## config.mk

```make
export PLATFORM = sky130hd
export DESIGN_NAME = intel_hex_record_loader_flat
export DESIGN_NICKNAME = d
export VERILOG_FILES = /design/src/design/ihex_pkg.sv /design/src/design/ihex_if.sv /design/src/design/ihex_front.sv /design/src/design/ihex_queue.sv /design/src/design/ihex_back.sv /design/src/design/intel_hex_record_loader.sv /design/src/flat_wrapper.sv
export SDC_FILE = /design/constraint.sdc
export NUM_CORES = 1
export LEC_CHECK = 0
export ABC_AREA = 1
export BUFFER_PORTS_ARGS = -buffer_cell sky130_fd_sc_hd__clkbuf_2
export CAP_MARGIN = 25
export CORE_AREA = 5 5 231 233
export CTS_CLUSTER_SIZE = 20
export DETAILED_ROUTE_END_ITERATION = 16
export DIE_AREA = 0 0 236 238
export SLEW_MARGIN = 25
export SYNTH_ARGS = -nofsm -noshare
export SYNTH_HDL_FRONTEND = slang
export SYNTH_SLANG_ARGS = --single-unit
```

## constraint.sdc

```tcl
create_clock -name clock -period 5.07 [get_ports clock]
set_clock_uncertainty 0.2 [all_clocks]
set_input_delay 1.014 -clock clock [delete_from_list [all_inputs] [get_ports clock]]
set_output_delay 1.014 -clock clock [all_outputs]
set_load 0.005 [all_outputs]
```

## src/design/ihex_pkg.sv

```systemverilog
// shared types, constants and helpers for the hex record loader
`timescale 1ns / 1ps
package ihex_pkg;

   localparam int ADDR_WIDTH = 32;
   localparam int POS_WIDTH = 10;
   localparam int QUEUE_DEPTH = 2;
   localparam int QPTR_WIDTH = $clog2(QUEUE_DEPTH);
   localparam int QCNT_WIDTH = $clog2(QUEUE_DEPTH + 1);

   localparam logic [POS_WIDTH-1:0] POS_MAX = {POS_WIDTH{1'b1}};

   localparam logic [7:0] CHAR_NEWLINE = 8'h0A;
   localparam logic [7:0] CHAR_START = 8'h3A;

   localparam logic [7:0] REC_DATA = 8'h00;
   localparam logic [7:0] REC_SEGMENT = 8'h02;
   localparam logic [7:0] REC_LINEAR = 8'h04;

   localparam logic KIND_WRITE = 1'b0;
   localparam logic KIND_ERROR = 1'b1;

   localparam logic [31:0] LIMIT_RESET = 32'd512;

   typedef struct packed {
      logic        kind;
      logic [31:0] addr;
      logic [7:0]  data;
   } word_type;

   typedef struct packed {
      logic     valid;
      word_type word;
   } push_type;

   typedef struct packed {
      logic       ok;
      logic [3:0] value;
   } nibble_type;

   function automatic nibble_type hex_decode(input logic [7:0] c);
      nibble_type n;
      n.ok = 1'b1;
      n.value = 4'd0;
      if (c inside {[8'h30:8'h39]}) begin
         n.value = c[3:0];
      end else if (c inside {[8'h61:8'h66], [8'h41:8'h46]}) begin
         n.value = 4'(c[2:0] + 3'd1) + 4'd8;
      end else begin
         n.ok = 1'b0;
      end
      return n;
   endfunction

endpackage

```

## src/design/ihex_if.sv

```systemverilog
// channel interfaces: character input, result output, register write
`timescale 1ns / 1ps

interface ihex_char_if import ihex_pkg::*; ();
   logic       valid;
   logic       ready;
   logic [7:0] char_in;
   modport source (output valid, output char_in, input ready);
   modport sink (input valid, input char_in, output ready);
endinterface

interface ihex_rsp_if import ihex_pkg::*; ();
   logic        valid;
   logic        ready;
   logic        kind;
   logic [31:0] write_address;
   logic [7:0]  write_data;
   modport source (output valid, output kind, output write_address, output write_data,
                   input ready);
   modport sink (input valid, input kind, input write_address, input write_data,
                 output ready);
endinterface

interface ihex_csr_if import ihex_pkg::*; ();
   logic        valid;
   logic        ready;
   logic [31:0] data;
   modport source (output valid, output data, input ready);
   modport sink (input valid, input data, output ready);
endinterface

```

## src/design/ihex_front.sv

```systemverilog
// front end: line parser that turns characters into write and error words
`timescale 1ns / 1ps
module ihex_front import ihex_pkg::*; (
   input  logic       clock,
   input  logic       reset,
   input  logic       char_valid,
   input  logic [7:0] char_in,
   output logic       char_ready,
   input  logic       queue_ready,
   output push_type   push
);

   logic [POS_WIDTH-1:0]  pos_ff, pos_in;
   logic [7:0]            count_ff, count_in;
   logic [15:0]           raddr_ff, raddr_in;
   logic [7:0]            rkind_ff, rkind_in;
   logic [ADDR_WIDTH-1:0] base_ff, base_in;
   logic [15:0]           acc_ff, acc_in;
   logic [7:0]            index_ff, index_in;
   logic                  failed_ff, failed_in;

   nibble_type            nib;
   logic                  fire;
   logic                  in_field;
   logic                  is_data;
   logic                  is_base;
   logic [15:0]           acc_new;
   logic [POS_WIDTH-1:0]  data_end;
   logic [ADDR_WIDTH-1:0] byte_addr;
   logic [47:0]           base_wide;

   assign char_ready = queue_ready;
   assign fire = char_valid & char_ready;
   assign nib = hex_decode(char_in);
   assign acc_new = {acc_ff[11:0], nib.value};
   assign data_end = {1'b0, count_ff, 1'b0} + POS_WIDTH'(9);
   assign byte_addr = base_ff + ADDR_WIDTH'(raddr_ff) + ADDR_WIDTH'(index_ff);
   assign base_wide = (rkind_ff == REC_SEGMENT) ? {32'd0, acc_new} << 4
                                                : {32'd0, acc_new} << 16;

   always_comb begin
      in_field = 1'b0;
      is_data = 1'b0;
      is_base = 1'b0;
      if (pos_ff <= POS_WIDTH'(8)) begin
         in_field = 1'b1;
      end else if (rkind_ff == REC_DATA && pos_ff < data_end) begin
         in_field = 1'b1;
         is_data = 1'b1;
      end else if ((rkind_ff == REC_SEGMENT || rkind_ff == REC_LINEAR) &&
                   pos_ff <= POS_WIDTH'(12)) begin
         in_field = 1'b1;
         is_base = 1'b1;
      end
   end

   always_comb begin
      pos_in = pos_ff;
      count_in = count_ff;
      raddr_in = raddr_ff;
      rkind_in = rkind_ff;
      base_in = base_ff;
      acc_in = acc_ff;
      index_in = index_ff;
      failed_in = failed_ff;
      push = '0;
      if (fire && !failed_ff) begin
         if (char_in == CHAR_NEWLINE) begin
            if (pos_ff == '0) begin
               failed_in = 1'b1;
               push.valid = 1'b1;
               push.word.kind = KIND_ERROR;
            end else begin
               pos_in = '0;
            end
         end else if (pos_ff == '0) begin
            if (char_in != CHAR_START) begin
               failed_in = 1'b1;
               push.valid = 1'b1;
               push.word.kind = KIND_ERROR;
            end else begin
               acc_in = '0;
               pos_in = POS_WIDTH'(1);
            end
         end else if (in_field && !nib.ok) begin
            failed_in = 1'b1;
            push.valid = 1'b1;
            push.word.kind = KIND_ERROR;
         end else begin
            if (in_field) begin
               acc_in = acc_new;
               if (pos_ff == POS_WIDTH'(2)) begin
                  count_in = acc_new[7:0];
                  acc_in = '0;
               end else if (pos_ff == POS_WIDTH'(6)) begin
                  raddr_in = acc_new;
                  acc_in = '0;
               end else if (pos_ff == POS_WIDTH'(8)) begin
                  rkind_in = acc_new[7:0];
                  acc_in = '0;
                  index_in = '0;
               end else if (is_data && !pos_ff[0]) begin
                  push.valid = 1'b1;
                  push.word.kind = KIND_WRITE;
                  push.word.addr = 32'(byte_addr);
                  push.word.data = acc_new[7:0];
                  acc_in = '0;
                  index_in = index_ff + 8'd1;
               end else if (is_base && pos_ff == POS_WIDTH'(12)) begin
                  base_in = base_wide[ADDR_WIDTH-1:0];
                  acc_in = '0;
               end
            end
            if (pos_ff != POS_MAX) begin
               pos_in = pos_ff + POS_WIDTH'(1);
            end
         end
      end
   end

   always_ff @(posedge clock) begin
      if (reset) begin
         pos_ff <= '0;
         count_ff <= '0;
         raddr_ff <= '0;
         rkind_ff <= '0;
         base_ff <= '0;
         acc_ff <= '0;
         index_ff <= '0;
         failed_ff <= 1'b0;
      end else begin
         pos_ff <= pos_in;
         count_ff <= count_in;
         raddr_ff <= raddr_in;
         rkind_ff <= rkind_in;
         base_ff <= base_in;
         acc_ff <= acc_in;
         index_ff <= index_in;
         failed_ff <= failed_in;
      end
   end

   a_failed_sticks: assert property (@(posedge clock) disable iff (reset)
      failed_ff |=> failed_ff) else $error("failed flag cleared");
   a_silent_after_fail: assert property (@(posedge clock) disable iff (reset)
      failed_ff |-> !push.valid) else $error("word pushed after failure");
   a_error_sets_fail: assert property (@(posedge clock) disable iff (reset)
      (push.valid && push.word.kind == KIND_ERROR) |=> failed_ff)
      else $error("error word without failure");

endmodule

```

## src/design/ihex_queue.sv

```systemverilog
// short word queue between the parser and the write stage
`timescale 1ns / 1ps
module ihex_queue import ihex_pkg::*; (
   input  logic     clock,
   input  logic     reset,
   input  push_type push,
   output logic     push_ready,
   output logic     pop_valid,
   output word_type pop_word,
   input  logic     pop
);

   word_type              mem [QUEUE_DEPTH];
   logic [QPTR_WIDTH-1:0] wptr_ff, wptr_in;
   logic [QPTR_WIDTH-1:0] rptr_ff, rptr_in;
   logic [QCNT_WIDTH-1:0] cnt_ff, cnt_in;
   logic                  do_push;
   logic                  do_pop;

   assign push_ready = (cnt_ff != QCNT_WIDTH'(QUEUE_DEPTH));
   assign pop_valid = (cnt_ff != '0);
   assign pop_word = mem[rptr_ff];
   assign do_push = push.valid & push_ready;
   assign do_pop = pop & pop_valid;

   always_comb begin
      wptr_in = wptr_ff;
      rptr_in = rptr_ff;
      cnt_in = cnt_ff;
      if (do_push) begin
         wptr_in = (wptr_ff == QPTR_WIDTH'(QUEUE_DEPTH - 1)) ? '0 : wptr_ff + 1'b1;
      end
      if (do_pop) begin
         rptr_in = (rptr_ff == QPTR_WIDTH'(QUEUE_DEPTH - 1)) ? '0 : rptr_ff + 1'b1;
      end
      if (do_push && !do_pop) begin
         cnt_in = cnt_ff + 1'b1;
      end else if (do_pop && !do_push) begin
         cnt_in = cnt_ff - 1'b1;
      end
   end

   always_ff @(posedge clock) begin
      if (do_push) begin
         mem[wptr_ff] <= push.word;
      end
   end

   always_ff @(posedge clock) begin
      if (reset) begin
         wptr_ff <= '0;
         rptr_ff <= '0;
         cnt_ff <= '0;
      end else begin
         wptr_ff <= wptr_in;
         rptr_ff <= rptr_in;
         cnt_ff <= cnt_in;
      end
   end

   a_count_bound: assert property (@(posedge clock) disable iff (reset)
      cnt_ff <= QCNT_WIDTH'(QUEUE_DEPTH)) else $error("queue count overflow");
   a_no_push_full: assert property (@(posedge clock) disable iff (reset)
      push.valid |-> push_ready) else $error("word pushed into full queue");
   a_no_pop_empty: assert property (@(posedge clock) disable iff (reset)
      pop |-> pop_valid) else $error("word popped from empty queue");

endmodule

```

## src/design/ihex_back.sv

```systemverilog
// back end: limit check, limit register and result output register
`timescale 1ns / 1ps
module ihex_back import ihex_pkg::*; (
   input  logic        clock,
   input  logic        reset,
   input  logic        pop_valid,
   input  word_type    pop_word,
   output logic        pop,
   input  logic        csr_valid,
   input  logic [31:0] csr_data,
   output logic        csr_ready,
   output logic        rsp_valid,
   output logic        rsp_kind,
   output logic [31:0] rsp_address,
   output logic [7:0]  rsp_data,
   input  logic        rsp_ready
);

   logic [31:0] limit_ff, limit_in;
   logic        valid_ff, valid_in;
   word_type    out_ff, out_in;
   logic        pass;

   assign csr_ready = 1'b1;
   assign pop = pop_valid & (~valid_ff | rsp_ready);
   assign pass = (pop_word.kind == KIND_ERROR) | (pop_word.addr < limit_ff);

   always_comb begin
      limit_in = limit_ff;
      valid_in = valid_ff;
      out_in = out_ff;
      if (csr_valid) begin
         limit_in = csr_data;
      end
      if (pop) begin
         valid_in = pass;
         out_in = pop_word;
      end else if (rsp_ready) begin
         valid_in = 1'b0;
      end
   end

   always_ff @(posedge clock) begin
      if (reset) begin
         limit_ff <= LIMIT_RESET;
         valid_ff <= 1'b0;
      end else begin
         limit_ff <= limit_in;
         valid_ff <= valid_in;
      end
      out_ff <= out_in;
   end

   assign rsp_valid = valid_ff;
   assign rsp_kind = out_ff.kind;
   assign rsp_address = out_ff.addr;
   assign rsp_data = out_ff.data;

   a_error_zero: assert property (@(posedge clock) disable iff (reset)
      (valid_ff && out_ff.kind == KIND_ERROR) |-> (out_ff.addr == '0 && out_ff.data == '0))
      else $error("error result with nonzero payload");
   a_rsp_hold: assert property (@(posedge clock) disable iff (reset)
      (valid_ff && !rsp_ready) |=> (valid_ff && $stable(out_ff)))
      else $error("result changed while stalled");
   a_drop_silent: assert property (@(posedge clock) disable iff (reset)
      (pop && !pass) |=> !valid_ff) else $error("dropped write shown on rsp");

endmodule

```

## src/design/intel_hex_record_loader.sv

```systemverilog
// top level: intel hex record loader, one character per word
// a character that yields a write or error is held in the queue, then in the output register, before it shows on rsp
// throughput: one character per cycle while the queue has room; rsp stalls back up through a 2-word queue
// writes at or above memory_limit are dropped in the back end and give no result
// reset: synchronous, clears parser state, base, failure flag; memory_limit to 512
`timescale 1ns / 1ps
module intel_hex_record_loader import ihex_pkg::*; (
   input  logic         clock,
   input  logic         reset,
   ihex_char_if.sink    req,
   ihex_rsp_if.source   rsp,
   ihex_csr_if.sink     csr
);

   push_type push;
   logic     queue_ready;
   logic     pop_valid;
   word_type pop_word;
   logic     pop;

   ihex_front u_front (
      .clock       (clock),
      .reset       (reset),
      .char_valid  (req.valid),
      .char_in     (req.char_in),
      .char_ready  (req.ready),
      .queue_ready (queue_ready),
      .push        (push)
   );

   ihex_queue u_queue (
      .clock      (clock),
      .reset      (reset),
      .push       (push),
      .push_ready (queue_ready),
      .pop_valid  (pop_valid),
      .pop_word   (pop_word),
      .pop        (pop)
   );

   ihex_back u_back (
      .clock       (clock),
      .reset       (reset),
      .pop_valid   (pop_valid),
      .pop_word    (pop_word),
      .pop         (pop),
      .csr_valid   (csr.valid),
      .csr_data    (csr.data),
      .csr_ready   (csr.ready),
      .rsp_valid   (rsp.valid),
      .rsp_kind    (rsp.kind),
      .rsp_address (rsp.write_address),
      .rsp_data    (rsp.write_data),
      .rsp_ready   (rsp.ready)
   );

endmodule

```

## src/flat_wrapper.sv

```systemverilog
// flat-port wrapper written by rule: the top's interface ports become plain ports
module intel_hex_record_loader_flat import ihex_pkg::*;
  (clock, reset, req_valid, req_char_in, req_ready, rsp_valid, rsp_kind, rsp_write_address, rsp_write_data, rsp_ready, csr_valid, csr_data, csr_ready);
  ihex_char_if req_i ();
  ihex_rsp_if rsp_i ();
  ihex_csr_if csr_i ();
  input  logic clock;
  input  logic reset;
  input wire logic [$bits(req_i.valid)-1:0] req_valid;
  input wire logic [$bits(req_i.char_in)-1:0] req_char_in;
  output wire logic [$bits(req_i.ready)-1:0] req_ready;
  output wire logic [$bits(rsp_i.valid)-1:0] rsp_valid;
  output wire logic [$bits(rsp_i.kind)-1:0] rsp_kind;
  output wire logic [$bits(rsp_i.write_address)-1:0] rsp_write_address;
  output wire logic [$bits(rsp_i.write_data)-1:0] rsp_write_data;
  input wire logic [$bits(rsp_i.ready)-1:0] rsp_ready;
  input wire logic [$bits(csr_i.valid)-1:0] csr_valid;
  input wire logic [$bits(csr_i.data)-1:0] csr_data;
  output wire logic [$bits(csr_i.ready)-1:0] csr_ready;
  assign req_i.valid = req_valid;
  assign req_i.char_in = req_char_in;
  assign req_ready = req_i.ready;
  assign rsp_valid = rsp_i.valid;
  assign rsp_kind = rsp_i.kind;
  assign rsp_write_address = rsp_i.write_address;
  assign rsp_write_data = rsp_i.write_data;
  assign rsp_i.ready = rsp_ready;
  assign csr_i.valid = csr_valid;
  assign csr_i.data = csr_data;
  assign csr_ready = csr_i.ready;
  intel_hex_record_loader u_core (.clock(clock), .reset(reset), .req(req_i), .rsp(rsp_i), .csr(csr_i));
endmodule
```

==> results.cfg <==
[cells_and_area]
final_common_cell = nand2_1
design_area_mm2 = 0.0147
final_cell_mix = 316 x nand2_1, 165 x nor2_1, 153 x inv_1, 129 x dfxtp_1, 124 x a21oi_1
fillers = 5316
drive_above_1_share = 0.116
final_nets = 1680
final_core_util = 0.288
area_growth_pct = 16.0
antennaDiodeCount = 0

[clock_tree]
hold_buffers = 0
clockRootBuffer = clkbuf_16
cts_buffer_depth = 3
path_clk_slew_ns = 0.06
htree_num_levels = 1
clock_latency_ns = 0.56
post_cts_buffers = 0
numClockSinks = 252
ctsResizeCount = 0
cts_tree = yes
numCtsBuffers = 28

[setup_path]
cp-endpoint = u_core.u_queue.mem[0][5]
r2r.worst_path.cells = 13
reg2reg_slack_ns = 1.40
r2r_end = u_core.u_queue.mem[0][5]
cp_top_family = simple AND/OR/NAND/NOR gates
critPathLaunchType = flop
worst-path-max-fanout = 41
arrival_ns = 3.65
cp_num_cells = 13
path_buf_inv = 1
crit_path_top_delay_cell = buf_4
worstSetupPathType = flop to flop
path_cells = ha_1 > nand3_1 > nand3b_1 > ha_1 > a21o_1 > nor3_2 > nand3_2 > nor2_1 > nand2_1 > nand3_1 > nand2_1 > nor2_4 > buf_4
reg2reg_from = u_core.u_front.count_ff[2]
slowest_delay_ns = 0.46
crit_path_end_kind = flop
crit_required_ns = 5.05
cp-startpoint = u_core.u_front.count_ff[2]

[synth]
yosys_warnings = 0
syn_inst = 1477
avgSynthCellArea_um2 = 8.56
syn-num-nets = 1605
synth_area_mm2 = 0.0126
yosysSeqAreaShare = 0.496
synth_cell_types = 47
synth_seq_cells = 252

[power]
p_int_mw = 4.08
ir_drop_mv = 0.218
p_sw_frac = 0.296
power_density_mw_per_mm2 = 395
total_power_mw = 5.79
p_leak_nw = 6.09
power_frac_comb = 0.209
seqPwrFrac = 0.455
p_sw_mw = 1.71
clkPwrFrac = 0.336

[timing]
min_period_over_period = 0.724
fin_setup_tns_ns = 0
period_needed_ns = 3.67
tightest_slew_ns = 0.910
worst_slack_ns = 1.40
final_max_slew_viol_count = 0
hold_viol = 0
grt_setup_unrepaired = false
max_freq_mhz = 272
finalSetupViolations = 0
maxSlewHeadroom = 0.392

[detailed_routing]
vias_per_cell = 4.42
drt_iter0_drc = 755
drcViolationCount = 0
dr.pass1.iters = 5
wire_per_inst_um = 13.4
via_count = 9955
ant_nets = 0
totalWireLength_um = 30200

[placement]
gp_congestion = 0.832
port-buffer-count = 87
placed_area_mm2 = 0.0138
pre_cts_ws_ns = 1.38
post-dp-hpwl_um = 22100

[grt]
grt_usage = 0.103
antenna_found_initial = 0
grt_max_degree = 54
grt_pass1_vias = 9629
overflow = 0
grt_first_pass_wirelength_um = 49000

[job]
maxCapViolCount = 0

[min_path]
hold_class = flop to flop

[floorplan]
die_area_mm2 = 0.0562
die_w_um = 236
core-area_mm2 = 0.0510
num_rows = 83
initial_core_util = 0.248
io_pins = 89
chipHeight_um = 238

[status]
status = complete, no violations
==> Yosys cell counts, drive strengths merged <==
library cell	instances	share of area
o31a	1	0.00069
o211ai	1	0.00059
nor3	28	0.016
o21ai	145	0.057
o22ai	2	0.00099
clkinv	1	0.00030
dfxtp	129	0.20
o21a	3	0.0018
nor4	4	0.0032
a31o	1	0.00069
edfxtp	123	0.29
nand4	26	0.014
o21bai	1	0.00059
a21o	3	0.0018
xor2	15	0.010
or2	2	0.0012
conb	1	0.00030
fa	5	0.0079
nand3	51	0.023
buf	22	0.011
inv	158	0.047
nor3b	3	0.0018
xnor2	12	0.0083
nand2	325	0.099
a21oi	128	0.052
ha	78	0.077
o211a	1	0.00079
nor2	174	0.055
nand3b	2	0.0012
clkbuf	32	0.0095
==> layout make-up <==
cell class              count  area (um2)  area share
clock buffers              36         731      0.0498
repair buffers             99         526      0.0358
flip-flops and latches    252        6280       0.428
inverters                 159         597      0.0407
clock inverters            16         158      0.0108
well taps                 680         851      0.0580
multi-input cells        1012        5520       0.377
==> metal layers <==
metal	track usage	wire length, um
met5	0	0
met4	0.0290	745
met3	0.0171	1540
met2	0.190	15100
met1	0.125	12800
==> logic make-up after synthesis <==
family                     after synthesis  share of synthesized area
DFF                                    252                      0.496
xor gates and xnor gates                27                     0.0187
buffers and inverters                  213                     0.0682
AOI/OAI and AO/OA                      286                      0.117
other                                    1                   0.000297
adders and majority gates               83                     0.0851
and+or+nand+nor                        615                      0.214
==> worst min-delay path by stage <==
stage | startpoint | end | slack [ns] | cells past startpoint
2_1_floorplan | u_core.u_queue.rptr_ff | flop | 0.23 | 1
3_3_place_gp | u_core.u_queue.rptr_ff | flop | 0.23 | 1
3_5_place_dp | u_core.u_queue.rptr_ff | flop | 0.24 | 1
4_1_cts | u_core.u_queue.rptr_ff | flop | 0.25 | 1
5_1_grt | u_core.u_queue.rptr_ff | flop | 0.28 | 1
6_report | u_core.u_queue.rptr_ff | flop | 0.26 | 1
==> registers in the layout (all words and copies together), names as in the netlist, named ones only <==
name,flops
u_core.u_queue.cnt_ff,2
u_core.u_front.failed_ff,1
u_core.u_front.count_ff,8
u_core.u_queue.rptr_ff,1
u_core.u_front.pos_ff,10
u_core.u_front.rkind_ff,8
u_core.u_back.rsp_valid,1
u_core.u_back.rsp_kind,1
u_core.u_queue.wptr_ff,1
u_core.u_front.raddr_ff,16
u_core.u_back.rsp_data,8
u_core.u_queue.mem,82
u_core.u_back.limit_ff,32
u_core.u_front.acc_ff,12
u_core.u_front.index_ff,8
u_core.u_front.base_ff,28
u_core.u_back.rsp_address,32
==> power by group through the flow <==
stage	combinational (mW)	clock, mW	sequential [mW]
after floorplan	0.703	0	2.70
after global placement	1.23	0	2.68
after detailed placement	1.26	0	2.68
after CTS	1.26	2.00	2.64
after global routing	1.41	2.08	2.67
final	1.21	1.95	2.63
==> through the flow <==
stage,instances,hold slack [ns]
2_1_floorplan,1477,0.226
3_3_place_gp,2202,0.234
3_5_place_dp,2202,0.245
4_1_cts,2254,0.253
5_1_grt,2254,0.279
6_report,2254,0.256
Power figures use the tool's default switching activity.
